`config.mk`:
```
export PLATFORM = sky130hd
export DESIGN_NAME = i2c_master_bit_sequencer_unit
export DESIGN_NICKNAME = d
export VERILOG_FILES = /design/src/rtl/core/i2cmbs_pkg.sv /design/src/rtl/core/i2c_master_bit_sequencer_unit.sv
export SDC_FILE = /design/constraint.sdc
export NUM_CORES = 1
export LEC_CHECK = 0
export BUFFER_PORTS_ARGS = -buffer_cell sky130_fd_sc_hd__buf_2
export CORE_MARGIN = 3
export CORE_UTILIZATION = 54
export CTS_CLUSTER_DIAMETER = 200
export DETAILED_ROUTE_END_ITERATION = 8
export GPL_TIMING_DRIVEN = 0
export PLACE_DENSITY = 0.75
export RECOVER_POWER = 50
export SYNTH_ARGS = -nofsm -noshare
export SYNTH_HDL_FRONTEND = slang
export SYNTH_SLANG_ARGS = --single-unit
export TNS_END_PERCENT = 1
```
`constraint.sdc`:
```
create_clock -name aclk -period 4.51 [get_ports aclk]
set_clock_uncertainty 0.05 [all_clocks]
set_input_delay 0.2255 -clock aclk [delete_from_list [all_inputs] [get_ports aclk]]
set_output_delay 0.2255 -clock aclk [all_outputs]
set_load 0.02 [all_outputs]
```
`src/rtl/core/i2cmbs_pkg.sv`:
```
package i2cmbs_pkg;

    // Command codes carried in the op field
    typedef enum logic [2:0] {
        OP_NONE  = 3'd0,
        OP_START = 3'd1,
        OP_STOP  = 3'd2,
        OP_WRITE = 3'd3,
        OP_READ  = 3'd4,
        OP_WAIT  = 3'd5,
        OP_ACK   = 3'd6,
        OP_NACK  = 3'd7
    } op_t;

    // Phase within the running command
    typedef enum logic [1:0] {
        PHASE_FIRST  = 2'd0,
        PHASE_SECOND = 2'd1,
        PHASE_THIRD  = 2'd2,
        PHASE_STOP   = 2'd3
    } phase_t;

    localparam logic [15:0] TIMEOUT_RESET = 16'(16 * 250);
    localparam logic [15:0] WAIT_MAX      = 16'hFFFF;
    localparam logic [3:0]  BITS_PER_BYTE = 4'd8;

    localparam int IN_TDATA_W  = 16;
    localparam int OUT_TDATA_W = 16;

endpackage

```
`src/rtl/core/i2c_master_bit_sequencer_unit.sv`:
```
// I2C master pin sequencer, one bus delay tick per request.
// Input stream: each request is one tick carrying a command (taken only while
// no command runs), the byte to send and the sampled SDA level. Output stream:
// one result per request with SCL, SDA level, SDA drive enable, busy, done,
// the last read byte and the missing-ACK flag.
// The result of a request accepted at one edge is presented from the next edge
// on, held in the output register. Throughput is one request per cycle while the
// receiver takes results; the sequencer state advances in the same cycle as the
// request is taken, so the only loop is one tick of the phase logic.
// s_axis_tready is high while the output register is empty or being taken; a
// stalled receiver holds the result and blocks new requests, and no request is
// lost or repeated.
// Reset (aresetn low, synchronous) returns to idle with SCL and SDA high and
// driven, clears the read byte and the flag, empties the output register and
// loads the ACK timeout limit with 4000. cfg_wr_en writes the limit at once.
// Start, stop, ack and nack take 2 to 3 ticks, write 24, read 16, and wait-ACK
// at least 3 ticks plus one per high SDA sample.
module i2c_master_bit_sequencer_unit (
    input  logic        aclk,
    input  logic        aresetn,
    // configuration: ack_timeout_limit
    input  logic        cfg_wr_en,
    input  logic [15:0] cfg_wr_data,
    // input stream
    input  logic        s_axis_tvalid,
    output logic        s_axis_tready,
    // [2:0] op, [10:3] tx_byte, [11] sda_in, [15:12] zero
    input  logic [i2cmbs_pkg::IN_TDATA_W-1:0]  s_axis_tdata,
    // result stream
    output logic        m_axis_tvalid,
    input  logic        m_axis_tready,
    // [0] scl, [1] sda_out, [2] sda_drive, [3] busy_res, [4] done_res,
    // [12:5] rx_byte, [13] ack_missing, [15:14] zero
    output logic [i2cmbs_pkg::OUT_TDATA_W-1:0] m_axis_tdata
);

    // State registers
    i2cmbs_pkg::op_t    cmd_reg, cmd_next;
    i2cmbs_pkg::phase_t phase_reg, phase_next;
    logic [3:0]  bit_cnt_reg, bit_cnt_next;
    logic [7:0]  shift_reg, shift_next;
    logic [15:0] wait_reg, wait_next;
    logic        scl_reg, scl_next;
    logic        sda_reg, sda_next;
    logic        drv_reg, drv_next;
    logic [7:0]  rx_reg, rx_next;
    logic        ack_miss_reg, ack_miss_next;
    logic [15:0] limit_reg;

    // Output register
    logic        out_valid_reg;
    logic [i2cmbs_pkg::OUT_TDATA_W-1:0] out_data_reg;

    // Request fields and per-tick work signals
    i2cmbs_pkg::op_t    in_op;
    logic [7:0]  in_tx;
    logic        in_sda;
    logic        accept;
    logic        busy;
    logic        fin;
    logic [3:0]  bit_inc;
    logic [15:0] wait_inc;
    i2cmbs_pkg::op_t    eff_cmd;
    i2cmbs_pkg::phase_t eff_phase;
    logic [3:0]  eff_bit_cnt;
    logic [7:0]  eff_shift;
    logic [15:0] eff_wait;

    assign in_op  = i2cmbs_pkg::op_t'(s_axis_tdata[2:0]);
    assign in_tx  = s_axis_tdata[10:3];
    assign in_sda = s_axis_tdata[11];

    assign s_axis_tready = !out_valid_reg || m_axis_tready;
    assign accept        = s_axis_tvalid && s_axis_tready;

    assign m_axis_tvalid = out_valid_reg;
    assign m_axis_tdata  = out_data_reg;

    // Latch a new command only while idle
    always_comb begin
        if (cmd_reg == i2cmbs_pkg::OP_NONE && in_op != i2cmbs_pkg::OP_NONE) begin
            eff_cmd     = in_op;
            eff_phase   = i2cmbs_pkg::PHASE_FIRST;
            eff_bit_cnt = 4'd0;
            eff_wait    = 16'd0;
            eff_shift   = (in_op == i2cmbs_pkg::OP_WRITE) ? in_tx : 8'd0;
        end else begin
            eff_cmd     = cmd_reg;
            eff_phase   = phase_reg;
            eff_bit_cnt = bit_cnt_reg;
            eff_wait    = wait_reg;
            eff_shift   = shift_reg;
        end
    end

    assign bit_inc  = eff_bit_cnt + 4'd1;
    assign wait_inc = (eff_wait != i2cmbs_pkg::WAIT_MAX) ? eff_wait + 16'd1 : eff_wait;

    // Advance one phase of the running command
    always_comb begin
        cmd_next      = eff_cmd;
        phase_next    = eff_phase;
        bit_cnt_next  = eff_bit_cnt;
        shift_next    = eff_shift;
        wait_next     = eff_wait;
        scl_next      = scl_reg;
        sda_next      = sda_reg;
        drv_next      = drv_reg;
        rx_next       = rx_reg;
        ack_miss_next = ack_miss_reg;
        fin           = 1'b0;
        busy          = (eff_cmd != i2cmbs_pkg::OP_NONE);

        unique case (eff_cmd)
            i2cmbs_pkg::OP_NONE: begin
            end
            i2cmbs_pkg::OP_START: begin
                if (eff_phase == i2cmbs_pkg::PHASE_FIRST) begin
                    drv_next   = 1'b1;
                    sda_next   = 1'b1;
                    scl_next   = 1'b1;
                    phase_next = i2cmbs_pkg::PHASE_SECOND;
                end else if (eff_phase == i2cmbs_pkg::PHASE_SECOND) begin
                    sda_next   = 1'b0;
                    phase_next = i2cmbs_pkg::PHASE_THIRD;
                end else begin
                    scl_next = 1'b0;
                    fin      = 1'b1;
                end
            end
            i2cmbs_pkg::OP_STOP: begin
                if (eff_phase == i2cmbs_pkg::PHASE_FIRST) begin
                    drv_next   = 1'b1;
                    scl_next   = 1'b0;
                    sda_next   = 1'b0;
                    phase_next = i2cmbs_pkg::PHASE_SECOND;
                end else begin
                    scl_next = 1'b1;
                    sda_next = 1'b1;
                    fin      = 1'b1;
                end
            end
            i2cmbs_pkg::OP_WRITE: begin
                if (eff_phase == i2cmbs_pkg::PHASE_FIRST) begin
                    drv_next   = 1'b1;
                    scl_next   = 1'b0;
                    sda_next   = eff_shift[7];
                    phase_next = i2cmbs_pkg::PHASE_SECOND;
                end else if (eff_phase == i2cmbs_pkg::PHASE_SECOND) begin
                    scl_next   = 1'b1;
                    phase_next = i2cmbs_pkg::PHASE_THIRD;
                end else begin
                    scl_next     = 1'b0;
                    shift_next   = {eff_shift[6:0], 1'b0};
                    bit_cnt_next = bit_inc;
                    if (bit_inc >= i2cmbs_pkg::BITS_PER_BYTE) begin
                        fin = 1'b1;
                    end else begin
                        phase_next = i2cmbs_pkg::PHASE_FIRST;
                    end
                end
            end
            i2cmbs_pkg::OP_READ: begin
                if (eff_phase == i2cmbs_pkg::PHASE_FIRST) begin
                    drv_next   = 1'b0;
                    scl_next   = 1'b0;
                    phase_next = i2cmbs_pkg::PHASE_SECOND;
                end else begin
                    scl_next     = 1'b1;
                    shift_next   = {eff_shift[6:0], in_sda};
                    bit_cnt_next = bit_inc;
                    if (bit_inc >= i2cmbs_pkg::BITS_PER_BYTE) begin
                        rx_next = {eff_shift[6:0], in_sda};
                        fin     = 1'b1;
                    end else begin
                        phase_next = i2cmbs_pkg::PHASE_FIRST;
                    end
                end
            end
            i2cmbs_pkg::OP_WAIT: begin
                if (eff_phase == i2cmbs_pkg::PHASE_FIRST) begin
                    drv_next   = 1'b1;
                    sda_next   = 1'b1;
                    phase_next = i2cmbs_pkg::PHASE_SECOND;
                end else if (eff_phase == i2cmbs_pkg::PHASE_SECOND) begin
                    scl_next   = 1'b1;
                    phase_next = i2cmbs_pkg::PHASE_THIRD;
                end else if (eff_phase == i2cmbs_pkg::PHASE_THIRD) begin
                    drv_next = 1'b0;
                    if (!in_sda) begin
                        scl_next      = 1'b0;
                        ack_miss_next = 1'b0;
                        fin           = 1'b1;
                    end else begin
                        wait_next = wait_inc;
                        // Give up: emit the first stop tick now
                        if (wait_inc > limit_reg) begin
                            drv_next   = 1'b1;
                            scl_next   = 1'b0;
                            sda_next   = 1'b0;
                            phase_next = i2cmbs_pkg::PHASE_STOP;
                        end
                    end
                end else begin
                    drv_next      = 1'b1;
                    scl_next      = 1'b1;
                    sda_next      = 1'b1;
                    ack_miss_next = 1'b1;
                    fin           = 1'b1;
                end
            end
            i2cmbs_pkg::OP_ACK, i2cmbs_pkg::OP_NACK: begin
                if (eff_phase == i2cmbs_pkg::PHASE_FIRST) begin
                    scl_next   = 1'b0;
                    drv_next   = 1'b1;
                    sda_next   = (eff_cmd == i2cmbs_pkg::OP_NACK);
                    phase_next = i2cmbs_pkg::PHASE_SECOND;
                end else if (eff_phase == i2cmbs_pkg::PHASE_SECOND) begin
                    scl_next   = 1'b1;
                    phase_next = i2cmbs_pkg::PHASE_THIRD;
                end else begin
                    scl_next = 1'b0;
                    fin      = 1'b1;
                end
            end
            default: begin
            end
        endcase

        // Drop back to idle on the last tick
        if (fin) begin
            cmd_next   = i2cmbs_pkg::OP_NONE;
            phase_next = i2cmbs_pkg::PHASE_FIRST;
        end
    end

    // Hold sequencer state; advance on each accepted request
    always_ff @(posedge aclk) begin
        if (!aresetn) begin
            cmd_reg      <= i2cmbs_pkg::OP_NONE;
            phase_reg    <= i2cmbs_pkg::PHASE_FIRST;
            bit_cnt_reg  <= 4'd0;
            shift_reg    <= 8'd0;
            wait_reg     <= 16'd0;
            scl_reg      <= 1'b1;
            sda_reg      <= 1'b1;
            drv_reg      <= 1'b1;
            rx_reg       <= 8'd0;
            ack_miss_reg <= 1'b0;
        end else if (accept) begin
            cmd_reg      <= cmd_next;
            phase_reg    <= phase_next;
            bit_cnt_reg  <= bit_cnt_next;
            shift_reg    <= shift_next;
            wait_reg     <= wait_next;
            scl_reg      <= scl_next;
            sda_reg      <= sda_next;
            drv_reg      <= drv_next;
            rx_reg       <= rx_next;
            ack_miss_reg <= ack_miss_next;
        end
    end

    // Write the timeout limit
    always_ff @(posedge aclk) begin
        if (!aresetn) begin
            limit_reg <= i2cmbs_pkg::TIMEOUT_RESET;
        end else if (cfg_wr_en) begin
            limit_reg <= cfg_wr_data;
        end
    end

    // Output register: load on accept, empty when taken
    always_ff @(posedge aclk) begin
        if (!aresetn) begin
            out_valid_reg <= 1'b0;
        end else if (accept) begin
            out_valid_reg <= 1'b1;
        end else if (m_axis_tready) begin
            out_valid_reg <= 1'b0;
        end
    end

    always_ff @(posedge aclk) begin
        if (accept) begin
            out_data_reg <= {2'b00, ack_miss_next, rx_next, fin, busy,
                             drv_next, sda_next, scl_next};
        end
    end

    // Idle command state always sits in the first phase
    assert property (@(posedge aclk) disable iff (!aresetn)
        cmd_reg == i2cmbs_pkg::OP_NONE |-> phase_reg == i2cmbs_pkg::PHASE_FIRST)
        else $error("idle sequencer not in first phase");

    // Bit counter never passes one byte
    assert property (@(posedge aclk) disable iff (!aresetn)
        bit_cnt_reg <= i2cmbs_pkg::BITS_PER_BYTE)
        else $error("bit counter overran");

    // An idle request with no command reports not busy
    assert property (@(posedge aclk) disable iff (!aresetn)
        accept && cmd_reg == i2cmbs_pkg::OP_NONE && in_op == i2cmbs_pkg::OP_NONE
        |=> m_axis_tvalid && !m_axis_tdata[3] && !m_axis_tdata[4])
        else $error("idle request reported busy or done");

    // A finished command leaves the sequencer idle
    assert property (@(posedge aclk) disable iff (!aresetn)
        accept && fin |=> cmd_reg == i2cmbs_pkg::OP_NONE)
        else $error("command still active after done");

endmodule

```
== After elaboration in Yosys (flattened, before gate mapping) ==
Index checks and enable logic that the tools add are counted.
Storage, ports and cells
  bits in registers: 76
  latch bits: 0
  bits in writable memories: 0
  ROM bits: 0
  input port bits: 37
  word-level logic and storage cells: 127
  memories kept: 0
Cells by class
  add/subtract/negate cells: 2
  $mul: 0
  divide/modulo/power cells: 0
  $lt $le $gt $ge: 2
  equal/unequal tests: 11
  shifts and indexed selects: 0
  muxes and demuxes: 85
  bitwise gates (word level): 0
  reduce and logical (&&, ||, !) cells: 14
Operator list (number)
  $mux 16: 7
  $mux 8: 8
  $mux 1: 43
  $mux 2: 14
  $add 16x1->16 const B: 1
  $gt 16x16->1: 1
  $mux 4: 4
  $ne 16x16->1 const B: 1
  $pmux 8 s2: 1
  $eq 3x3->1 const B: 4
  $pmux 1 s5: 2
  $pmux 2 s5: 1
  $eq 3x2->1 const B: 3
  $pmux 4 s2: 1
  $mux 3: 2
  $reduce_bool 3->1: 2
  $reduce_or 3->1: 2
  $reduce_or 5->1: 1
  $add 4x1->4 const B: 1
  $ge 4x4->1 const B: 1
  $pmux 1 s4: 1
  $reduce_or 2->1: 2
  $eq 3x1->1 const B: 1
  $logic_not 3->1: 1
  8 further kinds: 9

== Longest topological paths before layout ==
Gate-level depths: netlist of run 1.
  depth in word-level cells: 13
  gate-level depth with buffers: 19
  mapped depth without buffers: 17

== Least setup slack after synthesis of run 1 ==
OpenSTA, ideal clock, no wires.
  kind: input-to-reg
  start point: in s_axis_tdata[0] (netlist name)
  end point: reg out_data_reg, in the netlist m_axis_tdata[2] (data pin)
  setup time: 0.265 ns
  arrival: 4.132 ns
  required time: 4.195 ns
  slack: 0.063 ns
  stages: 16
  path buffers: 1
  path through: or3_1 nand2_2 buf_2 and2_1 ha_1 nand4_1 nor4_4 nand2_2 mux2_2 ha_1 nor2b_1 o211ai_1 a2111oi_0 or4_1 a311oi_1 o21ai_1
On the way
  longest elaborated chain between the ends: 12
  elaborated cells between the ends (all ways): 28
  those cells by class: add/sub: 1; order compare: 1; eq/ne: 10; mux: 12; reduce/logical: 4
RTL lines
  start: declaration: line i2c_master_bit_sequencer_unit.sv:28  | input logic [i2cmbs_pkg::IN_TDATA_W-1:0] s_axis_tdata,
  $reduce_bool 3->1: line i2c_master_bit_sequencer_unit.sv:81  | if (cmd_reg == i2cmbs_pkg::OP_NONE && in_op != i2cmbs_pkg::OP_NONE) begin
  $logic_and 1x1->1: line i2c_master_bit_sequencer_unit.sv:81
  $mux 16: line i2c_master_bit_sequencer_unit.sv:81
  $add 16x1->16 / $ne 16x16->1 (equally long branches): line i2c_master_bit_sequencer_unit.sv:97  | assign wait_inc = (eff_wait != i2cmbs_pkg::WAIT_MAX) ? eff_wait + 16'd1 : eff_wait;
  $mux 16: line i2c_master_bit_sequencer_unit.sv:97
  $gt 16x16->1: line i2c_master_bit_sequencer_unit.sv:197  | if (wait_inc > limit_reg) begin
  $mux 1: line i2c_master_bit_sequencer_unit.sv:197
  $mux 1: line i2c_master_bit_sequencer_unit.sv:190  | if (!in_sda) begin
  $mux 1: line i2c_master_bit_sequencer_unit.sv:188  | end else if (eff_phase == i2cmbs_pkg::PHASE_THIRD) begin
  $mux 1: line i2c_master_bit_sequencer_unit.sv:185  | end else if (eff_phase == i2cmbs_pkg::PHASE_SECOND) begin
  $mux 1: line i2c_master_bit_sequencer_unit.sv:181  | if (eff_phase == i2cmbs_pkg::PHASE_FIRST) begin
  $pmux 1 s3 (*): line i2c_master_bit_sequencer_unit.sv:114  | unique case (eff_cmd)
  net drv_next: line i2c_master_bit_sequencer_unit.sv:45  | logic drv_reg, drv_next;
  end signal: assignment: line i2c_master_bit_sequencer_unit.sv:286  | out_data_reg <= {2'b00, ack_miss_next, rx_next, fin, busy,
  end: declaration: line i2c_master_bit_sequencer_unit.sv:52  | logic [i2cmbs_pkg::OUT_TDATA_W-1:0] out_data_reg;
The timed path passes the listed nets; every way through them passes the cells marked *.
A chain may end at the register's enable or synchronous reset.

== Final worst setup path of run 1 ==
  start point: reg cmd_reg[2]
  end point: reg out_data_reg, in the netlist m_axis_tdata[2] (data pin)
On the way
  longest elaborated chain between the ends: 12
  elaborated cells between the ends (all ways): 28
  those cells by class: add/sub: 1; order compare: 1; eq/ne: 10; mux: 12; reduce/logical: 4
RTL lines
  start: declaration: line i2c_master_bit_sequencer_unit.sv:38  | i2cmbs_pkg::op_t cmd_reg, cmd_next;
  start signal: assignment: line i2c_master_bit_sequencer_unit.sv:240  | cmd_reg <= i2cmbs_pkg::OP_NONE;
  start signal: assignment: line i2c_master_bit_sequencer_unit.sv:251  | cmd_reg <= cmd_next;
  $logic_not 3->1: line i2c_master_bit_sequencer_unit.sv:81
  $logic_and 1x1->1: line i2c_master_bit_sequencer_unit.sv:81
  $mux 16: line i2c_master_bit_sequencer_unit.sv:81
  $add 16x1->16 / $ne 16x16->1 (equally long branches): line i2c_master_bit_sequencer_unit.sv:97
  $mux 16: line i2c_master_bit_sequencer_unit.sv:97
  $gt 16x16->1: line i2c_master_bit_sequencer_unit.sv:197
  $mux 1: line i2c_master_bit_sequencer_unit.sv:197
  $mux 1: line i2c_master_bit_sequencer_unit.sv:190
  $mux 1: line i2c_master_bit_sequencer_unit.sv:188
  $mux 1: line i2c_master_bit_sequencer_unit.sv:185
  $mux 1: line i2c_master_bit_sequencer_unit.sv:181
  $pmux 1 s3 (*): line i2c_master_bit_sequencer_unit.sv:114
  net drv_next: line i2c_master_bit_sequencer_unit.sv:45
Marks and branches as above.

==> impl_metrics.json, run 1 <==
{
  "outcome": "finished clean",
  "dr.pass1.iters": 6,
  "root_buffer": "clkbuf_8",
  "gp_congestion": 0.984,
  "netlist_area_mm2": 0.00492,
  "hp-class": "input pin to flop",
  "r2r-end": "m_axis_tdata[2]$_DFFE_PP_",
  "r2r_cells": 18,
  "place_hpwl_um": 10500,
  "area_growth_pct": 19.5,
  "cts_hold_buf": 0,
  "setup.worst_path.start": "cmd_reg[2]$_SDFFE_PN0P_",
  "synth_top_family_by_area": "simple AND/OR/NAND/NOR gates",
  "grt_max_degree": 24,
  "htreeDepth": 3,
  "port_buffers": 46,
  "multi_input_area_mm2": 0.00304,
  "syn_area_per_cell_um2": 8.08,
  "wl_per_cell_um": 18.2,
  "postRouteAntennaNets": 0,
  "cts_buffer_depth": 2,
  "place_inst": 764,
  "p_per_area_mw_per_mm2": 278,
  "vias_per_cell": 6.27,
  "end_kind": "flop",
  "min_path_cells": 3,
  "fin_crit_ns": 4.39,
  "fmax_ghz": 0.228,
  "rows": 34,
  "startpoint_type": "flop",
  "grt_pass1_wl_um": 23100,
  "die_y_um": 101,
  "worstPathRequired_ns": 4.57,
  "worstMarginPinSlew_ns": 1.24,
  "seq_area_frac_synth_pct": 33.7,
  "synth_xor_area_share_pct": 2.13,
  "worstSetupPathType": "flop to flop",
  "grt_overflow": 0,
  "finalHoldViolCount": 0,
  "vias": 5128,
  "hold-path-endpoint": "limit_reg[11]$_SDFFE_PN1P_",
  "ys_types": 76,
  "antenna_found_initial": 0,
  "r2r_start": "cmd_reg[2]$_SDFFE_PN0P_",
  "core_area_mm2": 0.00881,
  "rsz0062_at_grt": "true",
  "regToRegSetupSlack_ns": 0.12,
  "ff_latch_area_mm2": 0.00167,
  "nets": 765,
  "drt_iter0_drc": 594,
  "cts.clk_slew.worst_paths_ns": 0.09,
  "crit_slowest_cell": "or4_4",
  "slew_headroom_pct": 17.6,
  "max_cap_violations": 0,
  "critPathMaxStageDelay_ns": 0.54,
  "drt_wl_total_um": 14900,
  "setup_viol": 0,
  "n_antenna_cell": 0,
  "crit_arrival_ns": 4.45,
  "clock_latency_ns": 0.36,
  "crit_fanout": 6,
  "io_pins": 55,
  "drive_gt1_share_pct": 19.3,
  "nFillCells": 741,
  "synthArstFlopShare_pct": 0,
  "hold_ws_ns": 0.0256,
  "synth_warnings": 0,
  "yosys.area_share.simple_pct": 24.0,
  "syn_inst": 609,
  "fin_crit_sh_pct": 97.4,
  "hp-start": "cfg_wr_data[11]",
  "synthAdderAreaFrac_pct": 5.84,
  "die_w_um": 101,
  "fin_cells": 818,
  "ys.flop_type": "dfxtp_1",
  "synth_compound_area_share_pct": 22.3,
  "p_leak_uw": 0.00232,
  "slew_viol_final": 0,
  "grt_use_total_pct": 28.4,
  "post-route-drc-count": 0,
  "clock-sinks": 76,
  "numCtsBuffers": 9,
  "synth_mux_area_share_pct": 5.34,
  "cts_tree": "done",
  "vdd_drop_max_v": 0.000146,
  "ys_ff_latch": 76,
  "fp.dieArea_mm2": 0.0103,
  "synth_edf_count": 14,
  "utilization_pct": 66.8,
  "start_util_pct": 55.9,
  "grt_pass1_vias": 4663,
  "crit_chain": "buf_8 -> nor3_4 -> nand2_4 -> buf_8 -> and2_4 -> ha_4 -> nand4_1 -> buf_4 -> or4b_4 -> a211oi_2 -> a21oi_2 -> ha_1 -> nand4_1 -> nor2_1 -> a22o_1 -> or4_4 -> a311oi_2 -> o21ai_1"
}
cells by family after synthesis:
group | count (synthesis)
and+or+nand+nor | 226
AOI/OAI and AO/OA | 169
DFF | 76
buffers and inverters | 76
muxes | 26
adders and majority gates | 23
xor gates and xnor gates | 12
other | 1
cells in the mapped netlist (all sizes together), types with 2 or more instances:
master    n  area share [%]
or4       3            0.46
inv      35             2.7
xor2      4            0.71
a21oi    58             6.0
a21boi    2            0.31
nand2    79             6.1
nor2b     2            0.25
a32oi     3            0.53
and4      9             1.7
nand4    11             1.8
a311oi    4            0.84
nor3     15             1.9
nand3    18             1.8
edfxtp   14             8.5
a32o      3            0.61
nor2     53             4.1
ha       23             5.8
o221ai    4            0.71
and3      3            0.41
and2      7            0.89
nor3b     6            0.91
o21ai    38             3.9
a211oi    7             1.1
clkbuf   19             1.4
mux2      2            0.46
o22ai     5            0.64
a31oi    12             1.5
a22oi     4            0.61
mux2i    24             4.9
o31ai     2            0.30
nand3b    2            0.30
a21o      3            0.46
nand2b    3            0.38
o211ai   11             1.7
nor4b     2            0.36
dfxtp    62              25
xnor2     8             1.4
or3       5            0.74
a2111oi   2            0.74
buf      21             2.4
nor4      3            0.99
a41oi     2            0.36
routing by layer:
| metal | vias to the layer above | routed length [µm] | GRT usage (%) |
|---|---|---|---|
| met5 | - | 0 | 0 |
| met2 | 242 | 7040 | 45.2 |
| met1 | 2437 | 6210 | 37.6 |
| li1 | 2409 | - | - |
| met3 | 40 | 1160 | 5.44 |
| met4 | 0 | 456 | 12.1 |
layout make-up:
type / instances / share of cell area [%]
multi-input cells: 458 / 51.7
clock buffers: 10 / 2.17
clock inverters: 6 / 1.11
repair buffers: 84 / 8.42
inverters: 36 / 2.30
well taps: 108 / 2.30
plain buffers: 40 / 3.68
flip-flops and latches: 76 / 28.3
placed cells by master (no fill, tap or decap), types with 14 or more instances in the layout:
| cell type | synthesis | layout |
|---|---|---|
| buf_4 | 4 | 41 |
| dfxtp_1 | 62 | 59 |
| nand2_1 | 77 | 77 |
| a21oi_1 | 57 | 56 |
| o21ai_0 | 32 | 32 |
| clkbuf_1 | 19 | 39 |
| ha_1 | 23 | 22 |
| edfxtp_1 | 14 | 14 |
| buf_2 | 12 | 38 |
| nand3_1 | 18 | 18 |
| inv_1 | 35 | 35 |
| nor2_1 | 51 | 51 |
| mux2i_1 | 24 | 24 |
worst max-delay path by stage:
stage                                endpoint  slack (ns)  cells past startpoint
floorplan           m_axis_tdata[2]$_DFFE_PP_        0.06                     16
global placement    m_axis_tdata[2]$_DFFE_PP_       -0.90                     17
detailed placement  m_axis_tdata[2]$_DFFE_PP_       -0.92                     17
CTS                 m_axis_tdata[0]$_DFFE_PP_       -0.07                     17
global route        m_axis_tdata[2]$_DFFE_PP_       -0.08                     21
finish              m_axis_tdata[2]$_DFFE_PP_        0.12                     18
repair_timing:
action / in CTS / in global routing
buffers inserted: 6 / 33
endpoints found under the setup margin: 7 / 7
resized for setup: 14 / 18
cloned: 0 / 0
pin swaps: 6 / 18
worst max-delay path: cells and delay by family (launching register included):
| kind | cells | cell delay, ns |
|---|---|---|
| buffers and inverters | 3 | 0.49 |
| AOI/OAI and AO/OA | 5 | 0.93 |
| and+or+nand+nor | 8 | 1.82 |
| adders and majority gates | 2 | 0.47 |
| DFF | 1 | 0.37 |
power breakdown:
group | switching [µW] | total, µW | leakage [µW] | internal (µW)
combinational | 232 | 364 | 0.00158 | 132
sequential | 14.6 | 735 | 0.000643 | 721
clock | 277 | 533 | 0.0000962 | 256
total | 524 | 1630 | 0.00232 | 1110
through the flow:
| stage | setup WS, ns | total power [µW] | TNS [ns] | cell area, µm² |
|---|---|---|---|---|
| after floorplan | 0.0625 | 961 | 0 | 4930 |
| after detailed placement | -0.919 | 1060 | -5.26 | 5290 |
| after CTS | -0.0678 | 1600 | -0.167 | 5580 |
| after global routing | -0.0755 | 1690 | -0.0761 | 5880 |
| after global placement | -0.899 | 1060 | -5.01 | 5290 |
| final | 0.117 | 1630 | 0 | 5880 |
No activity file was read; power rests on OpenSTA's default activity.
==> inputs of run 2 (changes only) <==
--- a/config.mk
+++ b/config.mk
@@ -7,11 +7,11 @@
 export LEC_CHECK = 0
 export BUFFER_PORTS_ARGS = -buffer_cell sky130_fd_sc_hd__buf_2
 export CORE_MARGIN = 3
-export CORE_UTILIZATION = 54
+export CORE_UTILIZATION = 64
 export CTS_CLUSTER_DIAMETER = 200
 export DETAILED_ROUTE_END_ITERATION = 8
 export GPL_TIMING_DRIVEN = 0
-export PLACE_DENSITY = 0.75
+export PLACE_DENSITY = 0.84
 export RECOVER_POWER = 50
 export SYNTH_ARGS = -nofsm -noshare
 export SYNTH_HDL_FRONTEND = slang
==> constraint.sdc (replaced) <==
create_clock -name aclk -period 5.39 [get_ports aclk]
set_clock_uncertainty 0.05 [all_clocks]
set_input_delay 0.2695 -clock aclk [delete_from_list [all_inputs] [get_ports aclk]]
set_output_delay 0.2695 -clock aclk [all_outputs]
set_load 0.02 [all_outputs]
==> impl_metrics.json, run 2 (same netlist as run 1, synthesis figures left out) <==
{
  "worstMarginPinSlew_ns": 1.24,
  "grt_pass1_vias": 4603,
  "slew_headroom_pct": 17.2,
  "hold-path-endpoint": "limit_reg[9]$_SDFFE_PN1P_",
  "layout_common_cells": "nand2_1, dfxtp_1, a21oi_1, nor2_1, buf_2",
  "wl_met1_um": 5910,
  "clock-sinks": 76,
  "gp_congestion": 0.937,
  "vias": 4881,
  "end_kind": "flop",
  "utilization_pct": 74.3,
  "p_per_area_mw_per_mm2": 243,
  "switching_share_pct": 32.3,
  "crit_fanout": 10,
  "fin_cells": 775,
  "critPathMaxStageDelay_ns": 0.58,
  "hp-class": "input pin to flop",
  "netSwitchingPower_uw": 430,
  "port_buffers": 46,
  "vdd_drop_max_v": 0.000265,
  "die_w_um": 93.7,
  "start_util_pct": 66.8,
  "root_buffer": "clkbuf_8",
  "dr.pass1.iters": 5,
  "crit_arrival_ns": 5.22,
  "hp-start": "cfg_wr_data[9]",
  "cts.clk_slew.worst_paths_ns": 0.09,
  "antenna_found_initial": 0,
  "fp.dieArea_mm2": 0.00878,
  "setup_viol": 0,
  "cts_resized": 0,
  "grt_pass1_wl_um": 22500,
  "vias_per_cell": 6.30,
  "io_pins": 55,
  "fmax_ghz": 0.193,
  "top_layer": "met4",
  "power_frac_seq_pct": 46.1,
  "regToRegSetupSlack_ns": 0.22,
  "combPwrFrac_pct": 20.1,
  "grt_overflow": 0,
  "startpoint_type": "flop",
  "p_int_uw": 902,
  "slew_viol_final": 0,
  "drive_gt1_share_pct": 12.7,
  "min_path_cells": 3,
  "hold_ws_ns": 0.0864,
  "clock_latency_ns": 0.35,
  "place_inst": 755,
  "cts_buffer_depth": 2,
  "rsz0062_at_grt": "false",
  "routed-wl-met2_um": 6390,
  "drt_iter0_drc": 519,
  "cts_hold_buf": 0,
  "place_hpwl_um": 10300,
  "htreeDepth": 3,
  "postRouteAntennaNets": 0,
  "routed-wl-met3_um": 1330,
  "post-route-drc-count": 0,
  "outcome": "finished clean",
  "r2r-end": "m_axis_tdata[2]$_DFFE_PP_",
  "n_antenna_cell": 0,
  "p_leak_uw": 0.00211,
  "r2r_start": "cmd_reg[2]$_SDFFE_PN0P_",
  "worstSetupPathType": "flop to flop",
  "numCtsBuffers": 9,
  "grt_max_degree": 24,
  "core_area_mm2": 0.00737,
  "r2r_cells": 18,
  "nets": 731,
  "grt_use_total_pct": 32.2,
  "power.share.clock_pct": 33.8,
  "rows": 31,
  "layout_commonest_cell": "nand2_1",
  "crit_chain": "buf_2 -> nor3_2 -> nand2_2 -> buf_2 -> and2_1 -> ha_1 -> nand4_1 -> buf_4 -> nor4_4 -> nand2_2 -> mux2_2 -> ha_1 -> nor2b_1 -> o211ai_1 -> a2111oi_0 -> or4_1 -> a311oi_1 -> o21ai_1",
  "cts_tree": "done",
  "die_y_um": 93.7,
  "fin_crit_ns": 5.17,
  "cts_setup_buffers": 0,
  "crit_slowest_cell": "or4_1",
  "worstPathRequired_ns": 5.44,
  "wl_per_cell_um": 18.0,
  "area_growth_pct": 11.3,
  "max_cap_violations": 0,
  "finalHoldViolCount": 0,
  "fin_crit_sh_pct": 95.9,
  "drt_wl_total_um": 13900
}
[run 2: cell count changes in the layout (fill, tap and decap cells not counted), sizes merged]
cell	delta
clkinvlp	+2
clkinv	-3
clkbuf	-1
inv	+2
buf	-34
[run 2: metal layers]
| layer | up-vias | GRT usage [%] |
|---|---|---|
| li1 | 2327 | - |
| met1 | 2251 | 44.6 |
| met2 | 273 | 50.6 |
| met3 | 30 | 7.45 |
| met4 | 0 | 8.54 |
| met5 | - | 0 |
[run 2: worst max-delay path: cells and delay by family, from the launching register on]
family,cells,cell delay [ns]
adder cells (fa/ha/maj),2,0.56
AO/OA/AOI/OAI,4,0.98
buffers and inverters,3,0.73
flip-flops,1,0.37
multiplexers,1,0.32
AND/OR/NAND/NOR,8,1.89
[run 2: final cells by class]
type                            count  area [µm²]
Tap cell                           99         124
Fill cell                         569        1890
Buffer                             40         184
Clock buffer                        9         124
Timing Repair Buffer               50         240
Sequential cell                    76        1660
Inverter                           36         135
Clock inverter                      7        73.8
Multi-Input combinational cell    458        2940
[run 2: through the flow]
stage | cell area (µm²) | TNS, ns | setup WS [ns] | total power (µW)
2_1_floorplan | 4930 | 0 | 0.899 | 804
3_3_place_gp | 5280 | -0.0787 | -0.0787 | 882
3_5_place_dp | 5280 | -0.262 | -0.165 | 888
4_1_cts | 5480 | 0 | 0.0924 | 1320
5_1_grt | 5480 | 0 | 0.0135 | 1380
6_report | 5480 | 0 | 0.222 | 1330
[run 2: worst max-delay path by stage]
stage	from	endpoint	cells after the start
3_3_place_gp	s_axis_tdata[0]	m_axis_tdata[2]$_DFFE_PP_	17
6_report	cmd_reg[2]$_SDFFE_PN0P_	m_axis_tdata[2]$_DFFE_PP_	18
4_1_cts	cmd_reg[2]$_SDFFE_PN0P_	m_axis_tdata[2]$_DFFE_PP_	17
3_5_place_dp	s_axis_tdata[0]	m_axis_tdata[2]$_DFFE_PP_	17
2_1_floorplan	s_axis_tdata[0]	m_axis_tdata[2]$_DFFE_PP_	16
5_1_grt	cmd_reg[2]$_SDFFE_PN0P_	m_axis_tdata[2]$_DFFE_PP_	21
[run 2: power by group through the flow]
stage	Clock (µW)	Sequential (µW)	Combinational, µW
after floorplan	0	635	170
after global placement	0	626	256
after global routing	473	617	288
after detailed placement	0	627	261
after CTS	448	614	262
final	450	614	267
==> inputs of run 3 (changes only) <==
--- a/config.mk
+++ b/config.mk
@@ -7,11 +7,12 @@
 export LEC_CHECK = 0
 export BUFFER_PORTS_ARGS = -buffer_cell sky130_fd_sc_hd__buf_2
 export CORE_MARGIN = 3
-export CORE_UTILIZATION = 64
+export CORE_UTILIZATION = 65
+export CTS_BUF_LIST = sky130_fd_sc_hd__clkbuf_2 sky130_fd_sc_hd__clkbuf_4 sky130_fd_sc_hd__clkbuf_8
 export CTS_CLUSTER_DIAMETER = 200
 export DETAILED_ROUTE_END_ITERATION = 8
 export GPL_TIMING_DRIVEN = 0
-export PLACE_DENSITY = 0.84
+export PLACE_DENSITY = 0.85
 export RECOVER_POWER = 50
 export SYNTH_ARGS = -nofsm -noshare
 export SYNTH_HDL_FRONTEND = slang
==> impl_metrics.json, run 3 (same netlist as run 1, synthesis figures left out) <==
{
  "worstSetupPathType": "flop to flop",
  "drt_wl_total_um": 14700,
  "n_antenna_cell": 0,
  "io_pins": 55,
  "place_hpwl_um": 10800,
  "grt_pass1_vias": 4713,
  "die_y_um": 93.0,
  "path_depth": 18,
  "p_leak_uw": 0.00212,
  "slew_headroom_pct": 15.9,
  "numCtsBuffers": 9,
  "area_growth_pct": 11.6,
  "path_buf_inv": 3,
  "grt_pass1_wl_um": 23300,
  "die_w_um": 93.0,
  "grt_overflow": 0,
  "slew_viol_final": 0,
  "crit_fanout": 10,
  "path_delay_family": "simple AND/OR/NAND/NOR gates",
  "layout_commonest_cell": "nand2_1",
  "drt_iter0_drc": 540,
  "fin_total_pwr_uw": 1340,
  "cts_tree": "done",
  "postRouteAntennaNets": 0,
  "max_cap_violations": 0,
  "ff_latch_area_mm2": 0.00166,
  "setup.worst_path.start": "cmd_reg[2]$_SDFFE_PN0P_",
  "worstMarginPinSlew_ns": 1.26,
  "place_inst": 755,
  "critPathMaxStageDelay_ns": 0.57,
  "r2r_cells": 18,
  "regToRegSetupSlack_ns": 0.16,
  "end_kind": "flop",
  "wl_per_cell_um": 18.9,
  "r2r_start": "cmd_reg[2]$_SDFFE_PN0P_",
  "fin_crit_ns": 5.23,
  "fin_crit_sh_pct": 97.0,
  "vdd_drop_max_v": 0.000193,
  "grt_max_degree": 24,
  "crit_slowest_cell": "or4_1",
  "p_per_area_mw_per_mm2": 243,
  "htreeDepth": 3,
  "vias_per_cell": 6.61,
  "start_util_pct": 67.5,
  "gp_congestion": 0.941,
  "startpoint_type": "flop",
  "fp.dieArea_mm2": 0.00865,
  "setup_viol": 0,
  "nFillCells": 583,
  "fin_cells": 777,
  "utilization_pct": 75.3,
  "clock-sinks": 76,
  "fin_tns_setup_ns": 0,
  "crit_arrival_ns": 5.28,
  "post-route-drc-count": 0,
  "port_buffers": 46,
  "nets": 733,
  "r2r-end": "m_axis_tdata[2]$_DFFE_PP_",
  "root_buffer": "clkbuf_8",
  "rows": 31,
  "worstPathRequired_ns": 5.44,
  "cts.clk_slew.worst_paths_ns": 0.09,
  "outcome": "finished clean",
  "cts_hold_buf": 0,
  "grt_use_total_pct": 34.2,
  "vias": 5138,
  "cts_buffer_depth": 2,
  "core_area_mm2": 0.00729,
  "clock_latency_ns": 0.36,
  "hold_ws_ns": 0.0742,
  "layout_common_cells": "nand2_1, dfxtp_1, a21oi_1, nor2_1, buf_2",
  "crit_path_end": "m_axis_tdata[2]$_DFFE_PP_",
  "dr.pass1.iters": 8,
  "drive_gt1_share_pct": 13.0,
  "finalHoldViolCount": 0,
  "multi_input_area_mm2": 0.00294,
  "crit_chain": "buf_2 -> nor3_4 -> nand2_2 -> buf_2 -> and2_1 -> ha_1 -> nand4_1 -> buf_4 -> nor4_4 -> nand2_2 -> mux2_2 -> ha_1 -> nor2b_1 -> o211ai_1 -> a2111oi_0 -> or4_1 -> a311oi_1 -> o21ai_1",
  "fmax_ghz": 0.191,
  "hp-class": "input pin to flop",
  "antenna_found_initial": 0
}
## run 3: worst register-to-register path, stage by stage (launching register included)
cell	delay (ns)
dfxtp_1	0.35
buf_2	0.25
nor3_4	0.11
nand2_2	0.14
buf_2	0.29
and2_1	0.21
ha_1	0.29
nand4_1	0.18
buf_4	0.20
nor4_4	0.34
nand2_2	0.23
mux2_2	0.32
ha_1	0.29
nor2b_1	0.14
o211ai_1	0.30
a2111oi_0	0.22
or4_1	0.57
a311oi_1	0.37
o21ai_1	0.13
## run 3: cell type report
type                    instances  share of cell area, %
clock buffers                   9                   2.25
plain buffers                  40                   3.35
repair buffers                 52                   4.65
well taps                      99                   2.25
inverters                      36                   2.46
multi-input cells             458                   53.5
flip-flops and latches         76                   30.2
clock inverters                 7                   1.32
## run 3: worst min path at each step
| stage | from | to | slack, ns | cells past startpoint |
|---|---|---|---|---|
| 2_1_floorplan | s_axis_tvalid | m_axis_tvalid$_SDFFE_PN0P_ | 0.35 | 2 |
| 3_3_place_gp | shift_reg[7]$_SDFFE_PN0P_ | shift_reg[7]$_SDFFE_PN0P_ | 0.39 | 2 |
| 3_5_place_dp | rx_reg[7]$_SDFFE_PN0P_ | rx_reg[7]$_SDFFE_PN0P_ | 0.40 | 2 |
| 4_1_cts | cfg_wr_data[7] | limit_reg[7]$_SDFFE_PN1P_ | 0.07 | 3 |
| 5_1_grt | cfg_wr_data[8] | limit_reg[8]$_SDFFE_PN1P_ | 0.07 | 3 |
| 6_report | cfg_wr_data[7] | limit_reg[7]$_SDFFE_PN1P_ | 0.07 | 3 |
## run 3: metal layers
layer	global-route usage, %	up-vias	part of all wire [%]
met1	45.8	2370	39
met5	0	-	0
met2	54.1	376	47
met4	13.4	0	2.8
met3	7.08	53	11
li1	-	2339	-
## run 3: timing repair
item	in CTS	in global routing
setup endpoints to repair	0	6
buffers inserted	0	6
endpoints found under the hold margin	0	0
gates resized for setup	0	1
## run 3: metrics by stage
stage          cell area [µm²]  setup slack [ns]
2_1_floorplan             4930             0.899
3_3_place_gp              5280            -0.167
3_5_place_dp              5280            -0.195
4_1_cts                   5480            0.0493
5_1_grt                   5490           -0.0163
6_report                  5490             0.161
## run 3: power breakdown
group          internal [µW]  switching [µW]  leakage (µW)  total [µW]
Combinational           82.9             189       0.00139         271
Sequential               603            12.3      0.000642         615
Clock                    216             235     0.0000960         451
